===== src/hdl/egss_pkg.sv =====
// ----------------------------------------------------------------------------
// egss_pkg
// Shared widths, reset values, register indexes and control types for the
// gated step sequencer.
// ----------------------------------------------------------------------------
package egss_pkg;

    localparam int MAX_STEPS_DEFAULT = 32;
    localparam int SAMPLE_W          = 16;
    localparam int COUNT_W           = 6;
    localparam int CFG_INDEX_W       = 4;

    localparam logic [COUNT_W-1:0] STEP_COUNT_RESET  = COUNT_W'(8);
    localparam logic [COUNT_W-1:0] PULSE_COUNT_RESET = COUNT_W'(5);

    localparam logic signed [SAMPLE_W-1:0] CLOCK_THRESHOLD = 16'sd16384;

    localparam logic [CFG_INDEX_W-1:0] CFG_STEP_COUNT  = CFG_INDEX_W'(0);
    localparam logic [CFG_INDEX_W-1:0] CFG_PULSE_COUNT = CFG_INDEX_W'(1);

    // Control from the top level into the step/gate stage
    typedef struct packed {
        logic start;   // counts changed: recompute the wrap target
        logic fire;    // process the request held in the input register
    } gate_ctrl_t;

endpackage


===== src/hdl/egss_pattern.sv =====
// ----------------------------------------------------------------------------
// egss_pattern
// Builds the hit pattern one step per cycle with a running remainder, so
// that no divider is needed.
// ----------------------------------------------------------------------------
module egss_pattern #(
    parameter int MAX_STEPS = egss_pkg::MAX_STEPS_DEFAULT
) (
    input  logic                             aclk,
    input  logic                             aresetn,
    input  logic                             start,
    input  logic [$clog2(MAX_STEPS+1)-1:0]   eff_steps,
    input  logic [egss_pkg::COUNT_W-1:0]     pulse_count,
    output logic                             busy,
    output logic [MAX_STEPS-1:0]             pattern
);

    localparam int IW = $clog2(MAX_STEPS);
    localparam int SW = $clog2(MAX_STEPS + 1);
    localparam int RW = ((SW > egss_pkg::COUNT_W) ? SW : egss_pkg::COUNT_W) + 1;

    logic                 active_reg, active_next;
    logic [IW-1:0]        pos_reg, pos_next;
    logic [SW-1:0]        rem_reg, rem_next;
    logic [MAX_STEPS-1:0] pattern_reg, pattern_next;

    logic [RW-1:0] sum;
    logic [RW-1:0] steps_ext;
    logic          dense;
    logic          hit;
    logic          last;

    // Step p is a hit when a multiple of steps lies in [p*pulses, p*pulses+pulses-1];
    // rem_reg holds p*pulses mod steps.
    always_comb begin
        steps_ext = RW'(eff_steps);
        sum       = RW'(rem_reg) + RW'(pulse_count);
        dense     = RW'(pulse_count) >= steps_ext;
        hit       = (pulse_count != '0) &&
                    (dense || (rem_reg == '0) || (sum > steps_ext));
        last      = (SW'(pos_reg) + SW'(1)) == eff_steps;

        active_next  = active_reg;
        pos_next     = pos_reg;
        rem_next     = rem_reg;
        pattern_next = pattern_reg;

        if (start) begin
            active_next  = 1'b1;
            pos_next     = '0;
            rem_next     = '0;
            pattern_next = '0;
        end else if (active_reg) begin
            pattern_next[pos_reg] = hit;
            pos_next = pos_reg + IW'(1);
            if (dense) begin
                rem_next = '0;
            end else if (sum >= steps_ext) begin
                rem_next = SW'(sum - steps_ext);
            end else begin
                rem_next = SW'(sum);
            end
            if (last) begin
                active_next = 1'b0;
            end
        end
    end

    always_ff @(posedge aclk) begin
        if (!aresetn) begin
            active_reg  <= 1'b1;
            pos_reg     <= '0;
            rem_reg     <= '0;
            pattern_reg <= '0;
        end else begin
            active_reg  <= active_next;
            pos_reg     <= pos_next;
            rem_reg     <= rem_next;
            pattern_reg <= pattern_next;
        end
    end

    assign busy    = active_reg;
    assign pattern = pattern_reg;

endmodule


===== src/hdl/egss_gate.sv =====
// ----------------------------------------------------------------------------
// egss_gate
// Clock edge detection, step counter and sample gate, with the result
// register of the output channel.
// ----------------------------------------------------------------------------
module egss_gate #(
    parameter int MAX_STEPS = egss_pkg::MAX_STEPS_DEFAULT
) (
    input  logic                                  aclk,
    input  logic                                  aresetn,
    input  egss_pkg::gate_ctrl_t                  ctrl,
    input  logic [$clog2(MAX_STEPS+1)-1:0]        eff_steps,
    input  logic [MAX_STEPS-1:0]                  pattern,
    input  logic signed [egss_pkg::SAMPLE_W-1:0]  sample,
    input  logic                                  m_ready,
    output logic                                  wrap_busy,
    output logic                                  take,
    output logic                                  m_valid,
    output logic signed [egss_pkg::SAMPLE_W-1:0]  m_gated_sample
);

    localparam int IW = $clog2(MAX_STEPS);
    localparam int SW = $clog2(MAX_STEPS + 1);

    logic [IW-1:0] step_reg, step_next;
    logic          high_reg, high_next;
    logic [SW-1:0] wrap_reg, wrap_next;
    logic          valid_reg, valid_next;
    logic signed [egss_pkg::SAMPLE_W-1:0] data_reg, data_next;

    logic [SW-1:0] step_inc;
    logic [IW-1:0] step_adv;

    always_comb begin
        step_inc = SW'(step_reg) + SW'(1);
        // A step left above a lowered count wraps to the precomputed target
        if (SW'(step_reg) < eff_steps) begin
            step_adv = (step_inc == eff_steps) ? '0 : IW'(step_inc);
        end else begin
            step_adv = IW'(wrap_reg);
        end

        step_next  = step_reg;
        high_next  = high_reg;
        wrap_next  = wrap_reg;
        valid_next = valid_reg;
        data_next  = data_reg;

        if (ctrl.start) begin
            wrap_next = step_inc;
        end else if (wrap_busy) begin
            wrap_next = wrap_reg - eff_steps;
        end

        if (ctrl.fire) begin
            if (!high_reg && (sample > egss_pkg::CLOCK_THRESHOLD)) begin
                high_next = 1'b1;
                step_next = step_adv;
            end else if (high_reg && (sample < egss_pkg::CLOCK_THRESHOLD)) begin
                high_next = 1'b0;
            end
            valid_next = 1'b1;
            data_next  = pattern[step_next] ? sample : '0;
        end else if (m_ready) begin
            valid_next = 1'b0;
        end
    end

    always_ff @(posedge aclk) begin
        if (!aresetn) begin
            step_reg  <= '0;
            high_reg  <= 1'b0;
            wrap_reg  <= SW'(1);
            valid_reg <= 1'b0;
        end else begin
            step_reg  <= step_next;
            high_reg  <= high_next;
            wrap_reg  <= wrap_next;
            valid_reg <= valid_next;
        end
        data_reg <= data_next;
    end

    assign wrap_busy      = wrap_reg >= eff_steps;
    assign take           = !valid_reg || m_ready;
    assign m_valid        = valid_reg;
    assign m_gated_sample = data_reg;

endmodule


===== src/hdl/euclidean_gated_step_sequencer.sv =====
// ----------------------------------------------------------------------------
// euclidean_gated_step_sequencer
// Path: a request passes through the input register, then the result
// register; a rebuild or a stalled result can hold it in between.
// Throughput: one request per cycle unless a rebuild or stalled result holds
// it; the input register takes a new request while a finished result waits
// to be taken. Reset: counts return to 8 steps / 5 pulses, step 0, clock
// low; the pattern is then rebuilt step by step with both readies low.
// ----------------------------------------------------------------------------
module euclidean_gated_step_sequencer #(
    parameter int MAX_STEPS = egss_pkg::MAX_STEPS_DEFAULT
) (
    input  logic                                    aclk,
    input  logic                                    aresetn,
    // request channel
    input  logic                                    s_valid,
    output logic                                    s_ready,
    input  logic signed [egss_pkg::SAMPLE_W-1:0]    s_clock_sample,
    // result channel
    output logic                                    m_valid,
    input  logic                                    m_ready,
    output logic signed [egss_pkg::SAMPLE_W-1:0]    m_gated_sample,
    // configuration write channel
    input  logic                                    cfg_valid,
    output logic                                    cfg_ready,
    input  logic [egss_pkg::CFG_INDEX_W-1:0]        cfg_index,
    input  logic [egss_pkg::COUNT_W-1:0]            cfg_data
);

    localparam int SW = $clog2(MAX_STEPS + 1);
    localparam int CW = (SW > egss_pkg::COUNT_W) ? SW : egss_pkg::COUNT_W;

    // Count registers
    logic [egss_pkg::COUNT_W-1:0] step_count_reg, step_count_next;
    logic [egss_pkg::COUNT_W-1:0] pulse_count_reg, pulse_count_next;

    // Input register
    logic                                 in_valid_reg, in_valid_next;
    logic signed [egss_pkg::SAMPLE_W-1:0] in_sample_reg, in_sample_next;

    logic [SW-1:0]        eff_steps;
    logic [MAX_STEPS-1:0] pattern;
    logic                 build_busy;
    logic                 wrap_busy;
    logic                 take;
    logic                 busy;
    logic                 cfg_fire;
    logic                 s_fire;
    egss_pkg::gate_ctrl_t gate_ctrl;

    // Clamp the step count: zero runs as one step, anything above the
    // storage runs as the full length.
    always_comb begin
        if (step_count_reg == '0) begin
            eff_steps = SW'(1);
        end else if (CW'(step_count_reg) > CW'(MAX_STEPS)) begin
            eff_steps = SW'(MAX_STEPS);
        end else begin
            eff_steps = SW'(step_count_reg);
        end
    end

    // Hold off both requests and configuration while the pattern or the
    // wrap target is being rebuilt. Hold configuration too while a request
    // still waits in the input register, so it runs on the old counts.
    assign busy      = build_busy || wrap_busy;
    assign cfg_ready = !busy && !in_valid_reg;
    assign cfg_fire  = cfg_valid && cfg_ready;

    assign gate_ctrl.fire  = in_valid_reg && take && !busy;
    assign gate_ctrl.start = cfg_fire && ((cfg_index == egss_pkg::CFG_STEP_COUNT) ||
                                          (cfg_index == egss_pkg::CFG_PULSE_COUNT));

    // The input register refills in the same cycle it hands its request on
    assign s_ready = !busy && (!in_valid_reg || gate_ctrl.fire);
    assign s_fire  = s_valid && s_ready;

    always_comb begin
        step_count_next  = step_count_reg;
        pulse_count_next = pulse_count_reg;
        if (cfg_fire) begin
            unique case (cfg_index)
                egss_pkg::CFG_STEP_COUNT:  step_count_next  = cfg_data;
                egss_pkg::CFG_PULSE_COUNT: pulse_count_next = cfg_data;
                default: ;  // drop writes beyond the register list
            endcase
        end

        in_valid_next  = in_valid_reg;
        in_sample_next = in_sample_reg;
        if (s_fire) begin
            in_valid_next  = 1'b1;
            in_sample_next = s_clock_sample;
        end else if (gate_ctrl.fire) begin
            in_valid_next = 1'b0;
        end
    end

    always_ff @(posedge aclk) begin
        if (!aresetn) begin
            step_count_reg  <= egss_pkg::STEP_COUNT_RESET;
            pulse_count_reg <= egss_pkg::PULSE_COUNT_RESET;
            in_valid_reg    <= 1'b0;
        end else begin
            step_count_reg  <= step_count_next;
            pulse_count_reg <= pulse_count_next;
            in_valid_reg    <= in_valid_next;
        end
        in_sample_reg <= in_sample_next;
    end

    // Pattern builder: one step per cycle after reset or a count write
    egss_pattern #(
        .MAX_STEPS (MAX_STEPS)
    ) u_pattern (
        .aclk        (aclk),
        .aresetn     (aresetn),
        .start       (gate_ctrl.start),
        .eff_steps   (eff_steps),
        .pulse_count (pulse_count_reg),
        .busy        (build_busy),
        .pattern     (pattern)
    );

    // Edge detect, step counter, gate and result register
    egss_gate #(
        .MAX_STEPS (MAX_STEPS)
    ) u_gate (
        .aclk           (aclk),
        .aresetn        (aresetn),
        .ctrl           (gate_ctrl),
        .eff_steps      (eff_steps),
        .pattern        (pattern),
        .sample         (in_sample_reg),
        .m_ready        (m_ready),
        .wrap_busy      (wrap_busy),
        .take           (take),
        .m_valid        (m_valid),
        .m_gated_sample (m_gated_sample)
    );

endmodule


===== config.mk =====
export PLATFORM = sky130hd
export DESIGN_NAME = euclidean_gated_step_sequencer
export DESIGN_NICKNAME = d
export VERILOG_FILES = /design/src/hdl/egss_pkg.sv /design/src/hdl/egss_pattern.sv /design/src/hdl/egss_gate.sv /design/src/hdl/euclidean_gated_step_sequencer.sv
export SDC_FILE = /design/constraint.sdc
export NUM_CORES = 1
export LEC_CHECK = 0
export BUFFER_PORTS_ARGS = -buffer_cell sky130_fd_sc_hd__buf_4
export CORE_ASPECT_RATIO = 0.75
export CORE_MARGIN = 3
export CORE_UTILIZATION = 60
export DETAILED_ROUTE_END_ITERATION = 8
export PLACE_DENSITY_LB_ADDON = 0.1
export SLEW_MARGIN = 20
export SYNTH_ARGS = -nofsm -noshare
export SYNTH_HDL_FRONTEND = slang
export SYNTH_HIERARCHICAL = 1
export SYNTH_SLANG_ARGS = --single-unit

===== constraint.sdc =====
create_clock -name aclk -period 8.08 [get_ports aclk]
set_input_delay 1.212 -clock aclk [delete_from_list [all_inputs] [get_ports aclk]]
set_output_delay 1.212 -clock aclk [all_outputs]
set_load 0.01 [all_outputs]

# Yosys cells after proc, flatten, opt, wreduce, memory -nomap -nowiden
# Cells that the tools add are included.
# classes
eq_ne,3
n_mul,0
shifts,0
bitwise,1
n_mux,23
n_reduce_logical,33
addsub,6
n_div,0
n_lt_le_gt_ge,11
# op_table
op,n
2-to-1 mux 6 bit,6
bitwise mux 32 bit,1
2-to-1 mux 5 bit,4
"greater-than comparator 16 bit, second input constant",1
"less-than comparator 16 bit, second input constant",1
"adder 5 x 1 -> 6 bit, second input constant",2
equality test 6 bit,2
greater-or-equal comparator 6 bit,2
zero test 6 bit,2
"less-than comparator 5 x 6 -> 1 bit, second input constant",2
subtractor 6 bit,2
logical AND 1 bit,11
2-to-1 mux 1 bit,10
nonzero test 2 bit,4
adder 6 x 6 -> 7 bit,1
greater-or-equal comparator 7 x 6 -> 1 bit,1
greater-than comparator 7 x 6 -> 1 bit,1
"greater-than comparator 6 bit, second input constant",1
logical OR 1 bit,6
less-than comparator 5 x 6 -> 1 bit,1
AND reduction 2 bit,3
nonzero test 6 bit,1
"adder 5 x 1 -> 5 bit, second input constant",1
binary-select mux 1 bit (select 5 bit),1
7 further kinds,10
# word_totals
n_memories,0
latchBits,0
romBits,0
regBits,102
ramBits,0
inputBits,31
output_inout_bits,19

# Logic depth before layout (Yosys ltp)
# logic_depth
depth_word,11
depth_mapped,19

# Modules after synthesis
# Netlist, hierarchy kept.
# by_module_without_submodules
module,instances,cells_each,area_each_um2
egss_pattern,1,343,2731.4
egss_gate,1,252,2388.5
euclidean_gated_step_sequencer,1,89,1124.8

# Least setup slack after synthesis
# Ideal clock, no wire load.
# synth_timing
kind,reg-to-output
startpoint,register step_count_reg[1] (netlist bit)
endpoint,output s_ready
t_arrival_ns,2.854
n_path_buf,1
t_required_ns,6.868
setup_slack_ns,4.014
stages_incl_launch_ff,15
path_cell_list,dfxtp_1 > nor4_1 > nor2_1 > nor2_1 > ha_1 > fa_1 > nor2b_1 > o21ai_0 > nor2b_1 > o21ai_0 > a21oi_1 > clkbuf_1 > inv_1 > nor2_1 > a21boi_0
# synth_between
elab_chain_cells,9
# synth_lines
item,line,text
start: declaration,euclidean_gated_step_sequencer.sv:34,"logic [egss_pkg::COUNT_W-1:0] step_count_reg, step_count_next;"
start signal: assignment,euclidean_gated_step_sequencer.sv:101,step_count_reg <= egss_pkg::STEP_COUNT_RESET;
start signal: assignment,euclidean_gated_step_sequencer.sv:105,step_count_reg <= step_count_next;
greater-than comparator 6 bit,euclidean_gated_step_sequencer.sv:56,end else if (CW'(step_count_reg) > CW'(MAX_STEPS)) begin
2-to-1 mux 6 bit,euclidean_gated_step_sequencer.sv:56,
2-to-1 mux 6 bit *,euclidean_gated_step_sequencer.sv:54,if (step_count_reg == '0) begin
net eff_steps[0],euclidean_gated_step_sequencer.sv:41,logic [SW-1:0] eff_steps;
greater-or-equal comparator 6 bit *,egss_gate.sv:84,assign wrap_busy = wrap_reg >= eff_steps;
net wrap_busy,euclidean_gated_step_sequencer.sv:44,logic wrap_busy;
logical OR 1 bit *,euclidean_gated_step_sequencer.sv:66,assign busy = build_busy || wrap_busy;
zero test 1 bit *,"euclidean_gated_step_sequencer.sv:70, euclidean_gated_step_sequencer.sv:75",
logical AND 1 bit,euclidean_gated_step_sequencer.sv:70,assign gate_ctrl.fire = in_valid_reg && take && !busy;
logical OR 1 bit,euclidean_gated_step_sequencer.sv:75,assign s_ready = !busy && (!in_valid_reg || gate_ctrl.fire);
logical AND 1 bit *,euclidean_gated_step_sequencer.sv:75,
end: declaration,euclidean_gated_step_sequencer.sv:17,"output logic s_ready,"
# Mark *: on every way through the listed nets, which the timed path passes. The rest lies on a longest branch.

# Worst setup path after layout
# Same ends and word-level chain as after synthesis.

==> reports/results.ini <==
[worst_setup_path]
slowest_stage=a21oi_1
setup.worst_path.start=step_count_reg[1]
cp.arrival_ns=3.99
cp_common_cell=nor2_1
critical_path.max_fanout=11
crit_type=reg -> out
critical_path.max_stage_delay_ns=0.68
crit_family=simple AND/OR/NAND/NOR gates
critPathLaunchType=register
endpoint_kind=output port
worst_r2r_path_depth=17
rrSetupSlack_ns=3.13
r2r-end=u_pattern/rem_reg[0]
worst-path-buf-inv=2
critical_path_required_ns=6.87
path_cells=nor4_1 > nor2_1 > nor2_1 > ha_1 > fa_1 > nor2b_1 > o21ai_0 > nor2b_1 > o21ai_0 > a21oi_1 > inv_1 > nor2_1 > a21boi_0 > buf_4
r2r-start=step_count_reg[1]

[floorplanning]
initial_core_util=0.631
die_width_um=124
dieArea_um2=11700
dieHeight_um=94.4
io_pins=50
rows=31
core_area_um2=9890

[status]
status=complete, no violations

[cells_and_area]
syn2layout_area_growth_pct=9.86
nNetsFinal=781
num_antenna_cells=0
largest_register_ffs=32
layout_common_cells=nor2_1 (92), dfxtp_1 (70), nand2_1 (69)
final_common_cell=nor2_1
layout-drive-gt1-share=0.132
final_area_um2=6860

[yosys]
synth_top_flop_cell=dfxtp_1
synthArstFlopShare=0
syn_area_um2=6240
synth_cells=684
yosys.area.top_type_share=0.224
ys_seq_area_frac=0.378
yosys_warnings=6
avgSynthCellArea_um2=9.13
synth-edff-count=32
synthDistinctLibCells=78
ys_ff_latch=102
synthTopCellsByArea=dfxtp_1 (22%), edfxtp_1 (15%), ha_1 (6.8%)
synth_top_area_cell=dfxtp_1
synth_nets=752

[power]
internal_power_w=0.000963
p_sw_w=0.000512
switching_share=0.347
p_comb_frac=0.338
p_per_area_nw_per_um2=215
p_clk_frac=0.267
leakage_nw=2.77
ir_drop_uv=216
pwr-share-seq=0.395

[timing]
final.setup.tns_ns=0
fmax_mhz=192
drv_slew=0
fin_skew_ns=0.00788
rsz0062_at_grt=no
finalSetupViolations=0
hold_violations=0
min_period_ns=5.20
period_share=0.643
tightest_slew_ns=0.850
relSlewSlack=0.434

[cts]
path_clk_slew_ns=0.07
postCtsResizedCells=0
clock_sinks=102
cts_max_level=3
insertion_delay_ns=0.34
numCtsBuffers=9
clock_path_buffers=2
postCtsSetupBuffers=0
cts_tree=built
ctsHoldBuffers=0
root_buffer=clkbuf_16

[grt]
grt_antenna_before_repair=0
grt_util_all_layers=0.261
grt_start_max_net_pins=41
grt_pass1_wl_um=24300
grt-ovfl-total=0
grt_pass1_vias=4982

[detailed_routing]
drc=0
wl_um=14600
viasPerCell=6.05
detail_route.wl_per_cell_um=17.2
drt_iter0_drc=583
drtPass1Iterations=5
vias=5141
ant_nets=0

[min_path]
holdCritPathClass=reg -> reg
min_from=step_count_reg[0]
hold_path_depth=2
holdPathEnd=step_count_reg[0]

[run]
maxCapViolCount=0

[place]
placed_cell_area_um2=6590
numPortBuffers=49
gp_congestion=0.912
hpwl_um=10700

[cell families after synthesis]
logic type               count (synthesis)  share of synthesized area
AO/OA/AOI/OAI                          148                      0.177
AND/OR/NAND/NOR                        264                      0.209
flip-flops                             102                      0.378
buffers and inverters                   64                     0.0507
XOR/XNOR                                27                     0.0379
adder cells (fa/ha/maj)                 37                     0.0777
multiplexers                            42                     0.0695
[per-layer routing]
layer / up-vias / GRT usage / wire [um] / part of all wire
li1: 2494 / - / - / -
met1: 2452 / 0.371 / 6760 / 0.46
met2: 167 / 0.413 / 6620 / 0.45
met3: 28 / 0.0425 / 941 / 0.065
met4: 0 / 0.0756 / 269 / 0.018
met5: - / 0 / 0 / 0
[through the flow]
step | instances | setup WS [ns] | power [W] | hold WS (ns) | util
floorplan | 684 | 4.01 | 0.00102 | 0.435 | -
global placement | 834 | 3.51 | 0.00106 | 0.457 | 0.667
detailed placement | 834 | 3.21 | 0.00108 | 0.459 | 0.667
CTS | 850 | 2.92 | 0.00147 | 0.469 | 0.693
global route | 850 | 2.44 | 0.00156 | 0.512 | 0.694
finish | 850 | 2.88 | 0.00147 | 0.470 | 0.694
[worst max-delay path by stage]
stage / cells after the start / end / slack [ns]
6_report: 14 / s_ready / 2.88
5_1_grt: 14 / s_ready / 2.44
4_1_cts: 14 / s_ready / 2.92
3_5_place_dp: 17 / u_pattern/rem_reg[0] / 3.21
3_3_place_gp: 17 / u_pattern/rem_reg[0] / 3.51
2_1_floorplan: 14 / s_ready / 4.01
[worst reg2reg max path, stage by stage (launching register included)]
cell and delay [ns]:
dfxtp_1 0.32, nor4_1 0.27, nor2_1 0.06, nor2_1 0.40, ha_1 0.29, fa_1 0.21, nor2b_1 0.07, o21ai_0 0.15
nor2b_1 0.23, o21ai_0 0.11, a21oi_1 0.68, inv_1 0.24, nor4b_2 0.46, and2_1 0.39, nand2b_1 0.15, buf_4 0.36
nor2_1 0.18, a32o_1 0.26
[power by group through the flow]
stage | Clock [W] | Combinational, W | Sequential (W)
floorplan | 0 | 0.000441 | 0.000583
global placement | 0 | 0.000470 | 0.000592
detailed placement | 0 | 0.000488 | 0.000593
CTS | 0.000402 | 0.000491 | 0.000581
global route | 0.000426 | 0.000552 | 0.000583
finish | 0.000394 | 0.000498 | 0.000582
[layout make-up]
cell class,count,area (um^2)
inverters,31,116
repair buffers,51,383
flip-flops and latches,102,2360
clock inverters,6,37.5
multi-input cells,518,3570
clock buffers,10,229
fillers,788,3030
well taps,132,165
[synth_stat cells (5+ instances only)]
cell	count
nor2_1	92
dfxtp_1	70
nand2_1	69
mux2i_1	40
ha_1	34
edfxtp_1	32
a22oi_1	31
inv_1	31
o21ai_0	28
clkbuf_1	17
nor2b_1	16
xnor2_1	15
a21oi_1	14
nand3_1	14
and2_1	13
xor2_1	12
a21boi_0	11
a21boi_1	9
nand2b_1	9
buf_6	8
nor3_1	8
and3_1	6
a21o_1	5
buf_1	5
nand4_1	5
nor4_1	5
o211ai_1	5
Power figures use the tool's default switching activity.
